===== config.mk =====
export PLATFORM = sky130hd
export DESIGN_NAME = half_step_stepper_sequencer_flat
export DESIGN_NICKNAME = d
export VERILOG_FILES = /design/src/rtl/hss_pkg.sv /design/src/rtl/hss_if.sv /design/src/rtl/hss_in_reg.sv /design/src/rtl/hss_core.sv /design/src/rtl/half_step_stepper_sequencer.sv /design/src/flat_wrapper.sv
export SDC_FILE = /design/constraint.sdc
export NUM_CORES = 1
export LEC_CHECK = 0
export BUFFER_PORTS_ARGS = -buffer_cell sky130_fd_sc_hd__buf_4
export CAP_MARGIN = 25
export CORE_MARGIN = 2
export CORE_UTILIZATION = 60
export DETAILED_ROUTE_END_ITERATION = 10
export PLACE_DENSITY_LB_ADDON = 0.1
export SKIP_LAST_GASP = 1
export SYNTH_ARGS = -nofsm -noshare
export SYNTH_HDL_FRONTEND = slang
export SYNTH_SLANG_ARGS = --single-unit

===== constraint.sdc =====
create_clock -name clk -period 7.1 [get_ports clk]
set_clock_uncertainty 0.2 [all_clocks]
set_input_delay 0.71 -clock clk [delete_from_list [all_inputs] [get_ports clk]]
set_output_delay 0.71 -clock clk [all_outputs]
set_load 0.01 [all_outputs]

===== src/rtl/hss_pkg.sv =====
package hss_pkg;

	// Command codes carried in the func field.
	localparam logic [1:0] FUNC_UPDATE = 2'd0;
	localparam logic [1:0] FUNC_MOVE   = 2'd1;
	localparam logic [1:0] FUNC_STOP   = 2'd2;

	// Largest step count the 31-bit counter can hold.
	localparam logic [30:0] STEPS_MAX = 31'h7FFF_FFFF;

	// Phase values where a forward or a reverse move starts.
	localparam logic [2:0] PHASE_FWD_START = 3'd0;
	localparam logic [2:0] PHASE_REV_START = 3'd7;

	// One command beat.
	typedef struct packed {
		logic [1:0]         func;
		logic [31:0]        now_us;
		logic signed [31:0] move_steps;
		logic [31:0]        move_interval;
		logic               release_coils;
	} cmd_item_t;

	// One status beat.
	typedef struct packed {
		logic [3:0]  coils;
		logic        stepped;
		logic        busy_res;
		logic [30:0] steps_left;
	} res_item_t;

	// Half-step coil pattern for each phase, IN1 on bit 0 through IN4 on bit 3.
	function automatic logic [3:0] phase_coils(input logic [2:0] phase);
		logic [3:0] pattern;
		case (phase)
			3'd0:    pattern = 4'h1;
			3'd1:    pattern = 4'h3;
			3'd2:    pattern = 4'h2;
			3'd3:    pattern = 4'h6;
			3'd4:    pattern = 4'h4;
			3'd5:    pattern = 4'hC;
			3'd6:    pattern = 4'h8;
			default: pattern = 4'h9;
		endcase
		return pattern;
	endfunction

endpackage


===== src/rtl/hss_if.sv =====
// Command channel: valid/ready handshake with one command item per beat.
interface hss_cmd_if;
	logic                  valid;
	logic                  ready;
	hss_pkg::cmd_item_t    data;

	modport source (output valid, output data, input ready);
	modport sink   (input valid, input data, output ready);
endinterface

// Status channel: valid/ready handshake with one status item per beat.
interface hss_res_if;
	logic                  valid;
	logic                  ready;
	hss_pkg::res_item_t    data;

	modport source (output valid, output data, input ready);
	modport sink   (input valid, input data, output ready);
endinterface


===== src/rtl/hss_in_reg.sv =====
// Input register: captures one command beat and holds it until the core takes it.
module hss_in_reg (
	input  logic               clk,
	input  logic               arst_n,
	hss_cmd_if.sink            cmd,
	input  logic               advance,
	output logic               valid_s1,
	output hss_pkg::cmd_item_t item_s1
);

	logic load;

	// A new beat is taken when the register is empty or drains this cycle.
	assign cmd.ready = !valid_s1 || advance;
	assign load      = cmd.valid && cmd.ready;

	// Valid flag of the stage.
	always_ff @(posedge clk or negedge arst_n) begin
		if (!arst_n) begin
			valid_s1 <= 1'b0;
		end else if (cmd.ready) begin
			valid_s1 <= cmd.valid;
		end
	end

	// Payload needs no reset.
	always_ff @(posedge clk) begin
		if (load) begin
			item_s1 <= cmd.data;
		end
	end

endmodule


===== src/rtl/hss_core.sv =====
// Sequencer core: applies one command to the motor state and registers the status.
module hss_core (
	input  logic               clk,
	input  logic               arst_n,
	input  logic               valid_s1,
	input  hss_pkg::cmd_item_t item_s1,
	output logic               advance,
	hss_res_if.source          res
);

	// Motor state.
	logic [3:0]  coil_q;
	logic [2:0]  phase_q;
	logic        reverse_q;
	logic [30:0] remaining_q;
	logic        first_q;
	logic [31:0] interval_q;
	logic [31:0] due_q;

	// Next-state values.
	logic [3:0]  coil_d;
	logic [2:0]  phase_d;
	logic        reverse_d;
	logic [30:0] remaining_d;
	logic        first_d;
	logic [31:0] interval_d;
	logic [31:0] due_d;
	logic        stepped_d;

	// Helpers.
	logic [31:0] diff;
	logic        due;
	logic        neg;
	logic [31:0] mag;
	logic        fire;

	// Output register.
	logic                 res_valid_s2;
	hss_pkg::res_item_t   res_item_s2;

	// The stage moves when the result register is free or being emptied.
	assign advance   = !res_valid_s2 || res.ready;
	assign fire      = valid_s1 && advance;
	assign res.valid = res_valid_s2;
	assign res.data  = res_item_s2;

	// Due test: the wrapped difference now minus due time is not negative.
	assign diff = item_s1.now_us - due_q;
	assign due  = first_q || !diff[31];

	// Magnitude of the requested count; only the most negative count overflows.
	assign neg = item_s1.move_steps[31];
	assign mag = neg ? (32'd0 - item_s1.move_steps) : item_s1.move_steps;

	// Command decode and state update.
	always_comb begin
		coil_d      = coil_q;
		phase_d     = phase_q;
		reverse_d   = reverse_q;
		remaining_d = remaining_q;
		first_d     = first_q;
		interval_d  = interval_q;
		due_d       = due_q;
		stepped_d   = 1'b0;
		unique case (item_s1.func)
			hss_pkg::FUNC_UPDATE: begin
				if ((remaining_q != '0) && due) begin
					coil_d      = hss_pkg::phase_coils(phase_q);
					remaining_d = remaining_q - 31'd1;
					first_d     = 1'b0;
					due_d       = item_s1.now_us + interval_q;
					phase_d     = reverse_q ? (phase_q - 3'd1) : (phase_q + 3'd1);
					stepped_d   = 1'b1;
				end
			end
			hss_pkg::FUNC_MOVE: begin
				if (item_s1.move_steps == '0) begin
					remaining_d = '0;
					first_d     = 1'b0;
				end else begin
					reverse_d   = neg;
					remaining_d = mag[31] ? hss_pkg::STEPS_MAX : mag[30:0];
					interval_d  = (item_s1.move_interval == '0) ? 32'd1
					                                            : item_s1.move_interval;
					phase_d     = neg ? hss_pkg::PHASE_REV_START : hss_pkg::PHASE_FWD_START;
					first_d     = 1'b1;
				end
			end
			hss_pkg::FUNC_STOP: begin
				remaining_d = '0;
				first_d     = 1'b0;
				if (item_s1.release_coils) begin
					coil_d = 4'h0;
				end
			end
			default: begin
				// Unused code: the state is left as it is, and the status reports it with no step.
			end
		endcase
	end

	// Control state and result valid.
	always_ff @(posedge clk or negedge arst_n) begin
		if (!arst_n) begin
			coil_q       <= 4'h0;
			phase_q      <= hss_pkg::PHASE_FWD_START;
			reverse_q    <= 1'b0;
			remaining_q  <= '0;
			first_q      <= 1'b0;
			res_valid_s2 <= 1'b0;
		end else begin
			if (fire) begin
				coil_q      <= coil_d;
				phase_q     <= phase_d;
				reverse_q   <= reverse_d;
				remaining_q <= remaining_d;
				first_q     <= first_d;
			end
			if (advance) begin
				res_valid_s2 <= valid_s1;
			end
		end
	end

	// Timing registers and the status payload; none of them needs a reset.
	always_ff @(posedge clk) begin
		if (fire) begin
			interval_q             <= interval_d;
			due_q                  <= due_d;
			res_item_s2.coils      <= coil_d;
			res_item_s2.stepped    <= stepped_d;
			res_item_s2.busy_res   <= (remaining_d != '0);
			res_item_s2.steps_left <= remaining_d;
		end
	end

endmodule


===== src/rtl/half_step_stepper_sequencer.sv =====
// Half-step sequencer for a four-coil unipolar stepper. Each command beat (time
// update, move or stop) returns exactly one status beat with the coil drive bits,
// a stepped flag, a busy flag and the remaining half-step count. The block takes
// one command per clock while the status channel does not back up. An accepted
// command is held in the input register; the state update then loads the status
// register, from which the status beat is offered.
// Back-pressure on the status channel stalls the command channel only once both
// registers are full.
module half_step_stepper_sequencer (
	input  logic       clk,
	input  logic       arst_n,
	hss_cmd_if.sink    cmd,
	hss_res_if.source  res
);

	logic               advance;
	logic               valid_s1;
	hss_pkg::cmd_item_t item_s1;

	// Command input register.
	hss_in_reg u_in_reg (
		.clk      (clk),
		.arst_n   (arst_n),
		.cmd      (cmd),
		.advance  (advance),
		.valid_s1 (valid_s1),
		.item_s1  (item_s1)
	);

	// State update and status register.
	hss_core u_core (
		.clk      (clk),
		.arst_n   (arst_n),
		.valid_s1 (valid_s1),
		.item_s1  (item_s1),
		.advance  (advance),
		.res      (res)
	);

endmodule


===== src/flat_wrapper.sv =====
// flat-port wrapper written by rule: the top's interface ports become plain ports
module half_step_stepper_sequencer_flat 
  (clk, arst_n, cmd_valid, cmd_data, cmd_ready, res_valid, res_data, res_ready);
  hss_cmd_if cmd_i ();
  hss_res_if res_i ();
  input  logic clk;
  input  logic arst_n;
  input wire logic [$bits(cmd_i.valid)-1:0] cmd_valid;
  input wire logic [$bits(cmd_i.data)-1:0] cmd_data;
  output wire logic [$bits(cmd_i.ready)-1:0] cmd_ready;
  output wire logic [$bits(res_i.valid)-1:0] res_valid;
  output wire logic [$bits(res_i.data)-1:0] res_data;
  input wire logic [$bits(res_i.ready)-1:0] res_ready;
  assign cmd_i.valid = cmd_valid;
  assign cmd_i.data = cmd_data;
  assign cmd_ready = cmd_i.ready;
  assign res_valid = res_i.valid;
  assign res_data = res_i.data;
  assign res_i.ready = res_ready;
  half_step_stepper_sequencer u_core (.clk(clk), .arst_n(arst_n), .cmd(cmd_i), .res(res_i));
endmodule

==> results.tsv <==
stage	metric	value	unit
place	numPortBuffers	141	
min_path	worst_hold_startpoint	cmd_data[14]	
clock_network	clock_tree.root_cell	clkbuf_16	
timing	hold_violations	0	
clock_network	clock_tree_from_tritoncts	yes	
timing	finalCritPeriodShare	69.8	%
setup_path	path_delay_family	simple AND/OR/NAND/NOR gates	
clock_network	number_of_hold_repair_buffers_added_at_the_cts_stage	1	
setup_path	worstSetupPathType	flop to flop	
place	hpwlAfterDp	19900	um
setup_path	worstSetupEndpointType	flop	
synth	yosys-top-cells-area	edfxtp_1 48%, dfrtp_1 8.4%, ha_1 6.9%	
layout	final.fill_count	1467	
setup_path	worst_path_max_delay_cell	o31ai_4	
synth	post_synth_instance_area	12500	um^2
detailed_routing	drt_first_pass_iters	6	
clock_network	cts.sink_count	242	
detailed_routing	drt_iter0_drc	766	
timing	fin_hold_ws	0.156	ns
synth	mappedNetlistNets	1264	
clock_network	post_cts_resized	0	
die	io_pins	142	
setup_path	critical_path.cell_chain	nor4_1 -> nand4bb_4 -> or4_1 -> o31ai_4 -> a21oi_1 -> a221oi_2 -> nand2_1 -> nor4_1 -> nand4_1 -> or4_1	
clock_network	cts-root-to-sink-buffers	3	
synth	synthCells	1091	
detailed_routing	detail_route.drc_violations	0	
detailed_routing	drt-wirelength-per-cell	18.6	um
timing	period_needed	4.96	ns
timing	maxSlewViolCount	0	
power	finalPower	4.09	mW
clock_network	insertion_delay	0.53	ns
die	floorplan.die.height	148	um
detailed_routing	route.vias.total	8972	
synth	synth-seq-cells	242	
timing	max_freq	202	MHz
detailed_routing	antenna_violating_nets_post_route	0	
setup_path	reg2reg_from	u_core.u_in_reg.item_s1[43]	
setup_path	worst_path_buffer_plus_inverter_count	0	
die	core_area	20400	um^2
layout	num_antenna_cells	0	
layout	synthToLayoutAreaGrowth	17.3	%
die	die_width	148	um
global_routing	first_global_vias	8417	
detailed_routing	vias_per_cell	6.01	
synth	syn_area_per_cell	11.5	um^2
die	fp-row-count	52	
global_routing	largest_net_degree_at_the_start_of_global_routing	74	
setup_path	critPathRequiredTime	7.16	ns
synth	synth-seq-area-share	56.3	%
synth	area_share_of_the_leading_cell_type_in_the_synthesized_netlist	47.9	%
clock_network	h-tree-depth	1	
timing	totalNegativeSetupSlack	0	ns
setup_path	arrival	5.01	ns
setup_path	crit_path_start	u_core.u_in_reg.item_s1[43]	
outcome	outcome	complete, no violations	
timing	rsz0062_at_grt	false	
clock_network	worst_setup_hold_path_clk_slew	0.06	ns
synth	ys_warn_count	0	
die	die_area	22100	um^2
global_routing	grt_usage	25.3	%
flow_run	timing.max_cap.violations	0	
global_routing	grt-ovfl-total	0	
synth	post-synth-top-area-cell	edfxtp_1	
synth	synthArstFlopShare	17.4	%
synth	ys_dominant_reg_cell	edfxtp_1	
power	ir_worst_vdd	196	uV
detailed_routing	drt-total-wl	27800	um
setup_path	critical-path-max-stage-delay	0.77	ns
layout	post_route_cells_drive_above_1_share	19.1	%
setup_path	critPathMaxFanout	26	
clock_network	post_cts.repair.setup_buffers	0	
timing	worstMarginPinSlew	0.971	ns
die	floorplan.initialDensity	61.5	%
place	gpl.final_weighted_congestion	0.958	
global_routing	grt_antenna_before_repair	0	
synth	synth-edff-count	200	
synth	synth_top_cells_by_count	200 x edfxtp_1, 79 x a21oi_1, 73 x nand2_1	
power	power.static_leakage	5.90	nW
global_routing	grt_first_pass_wirelength	43900	um
layout	layout.nets	1379	
clock_network	cts_inserted_buffers	26	
timing	setup_viol_count_final	0	
synth	yosys.cell_types.count	75	
min_path	hold_path.class	input port to flop	
setup_path	critPathLaunchType	flop	
timing	slew_headroom	35.3	%
power	power.density	278	nW/um^2
synth	cell_with_the_most_instances_after_synthesis	edfxtp_1	
## cells in the final DEF (no fill, tap or decap), types with 5 or more instances in the layout
cell type,count
edfxtp_1,200
buf_4,151
a21oi_1,79
nand2_1,73
ha_1,69
inv_1,66
o21ai_0,63
nor2_1,57
dfrtp_1,42
nor4_1,32
xnor2_1,32
xor2_1,29
clkbuf_16,27
mux2_2,21
nor3_1,20
nand3_1,17
nand2b_1,14
nand4_1,14
a21o_1,14
or4_1,11
a31oi_1,10
and2_1,10
or3_1,9
o31ai_1,9
or2_2,8
a211oi_1,7
o21ai_1,7
o211ai_1,7
o21a_1,6
o41ai_1,6
or2_1,5
nor2b_1,5
a311oi_1,5
nand3b_1,5
bufinv_16,5
## flip-flops by register name, summed over array words and instances (netlist names)
name	flops
u_core.u_in_reg.valid_s1	1
u_core.u_core.reverse_q	1
u_core.u_core.res.data	37
u_core.u_core.res.valid	1
u_core.u_core.first_q	1
u_core.u_core.coil_q	4
u_core.u_core.interval_q	32
u_core.u_core.phase_q	3
u_core.u_in_reg.item_s1	99
u_core.u_core.remaining_q	31
u_core.u_core.due_q	32
## through the flow
stage	util, %	cells	setup WS [ns]	area (um^2)
after CTS	72.0	1493	1.91	14700
after global placement	67.5	1446	2.09	13700
after detailed placement	67.5	1446	1.94	13700
final	72.1	1494	2.14	14700
after floorplan	-	1091	2.40	12500
after global routing	72.1	1494	1.80	14700
## worst reg2reg max path, delay by kind of cell, from the launching register on
family	cells	cell delay, ns
AO/OA/AOI/OAI	3	1.28
flip-flops	1	0.46
AND/OR/NAND/NOR	7	2.75
## cells by family (layout without fill, tap and decap cells)
logic type	after synthesis	after routing	share of synthesized area (%)
AOI/OAI and AO/OA	258	258	13.1
xor gates and xnor gates	61	61	4.26
adders and majority gates	70	70	7.05
buffers and inverters	133	266	4.13
DFF	242	242	56.3
muxes	25	25	2.22
and+or+nand+nor	302	302	12.9
## power by group
part | internal, mW | switching, mW | total [mW]
clock | 0.893 | 0.539 | 1.43
combinational | 0.352 | 0.450 | 0.803
sequential | 1.72 | 0.131 | 1.85
total | 2.97 | 1.12 | 4.09
## cell type report
| cell class | instances | area, um^2 | share of cell area, % |
|---|---|---|---|
| flip-flops and latches | 242 | 7060 | 48.0 |
| multi-input cells | 716 | 4960 | 33.8 |
| repair buffers | 153 | 1170 | 7.97 |
| clock buffers | 32 | 714 | 4.86 |
| well taps | 270 | 338 | 2.30 |
| inverters | 67 | 251 | 1.71 |
| clock inverters | 14 | 200 | 1.36 |
## final timing paths
kind                       slack [ns]  depth (start not counted)                             to
max                              2.14                         10     u_core.u_core.res.data[31]
min in group asynchronous        0.54                          2  u_core.u_core.remaining_q[26]
min reg2reg                      0.25                          0   u_core.u_core.interval_q[24]
min                              0.16                          1    u_core.u_in_reg.item_s1[14]
max reg2reg                      2.14                         10     u_core.u_core.res.data[31]
max in group asynchronous        5.76                          2        u_core.u_core.res.valid
## routing by layer
metal	vias to the layer above	GRT usage, %	routed length [um]
met5	-	0	0
met4	0	6.33	629
met3	49	4.08	2340
met2	386	38.1	12300
met1	4226	38.9	12500
li1	4311	-	-
Note: power is estimated with default switching activity, not from simulation.
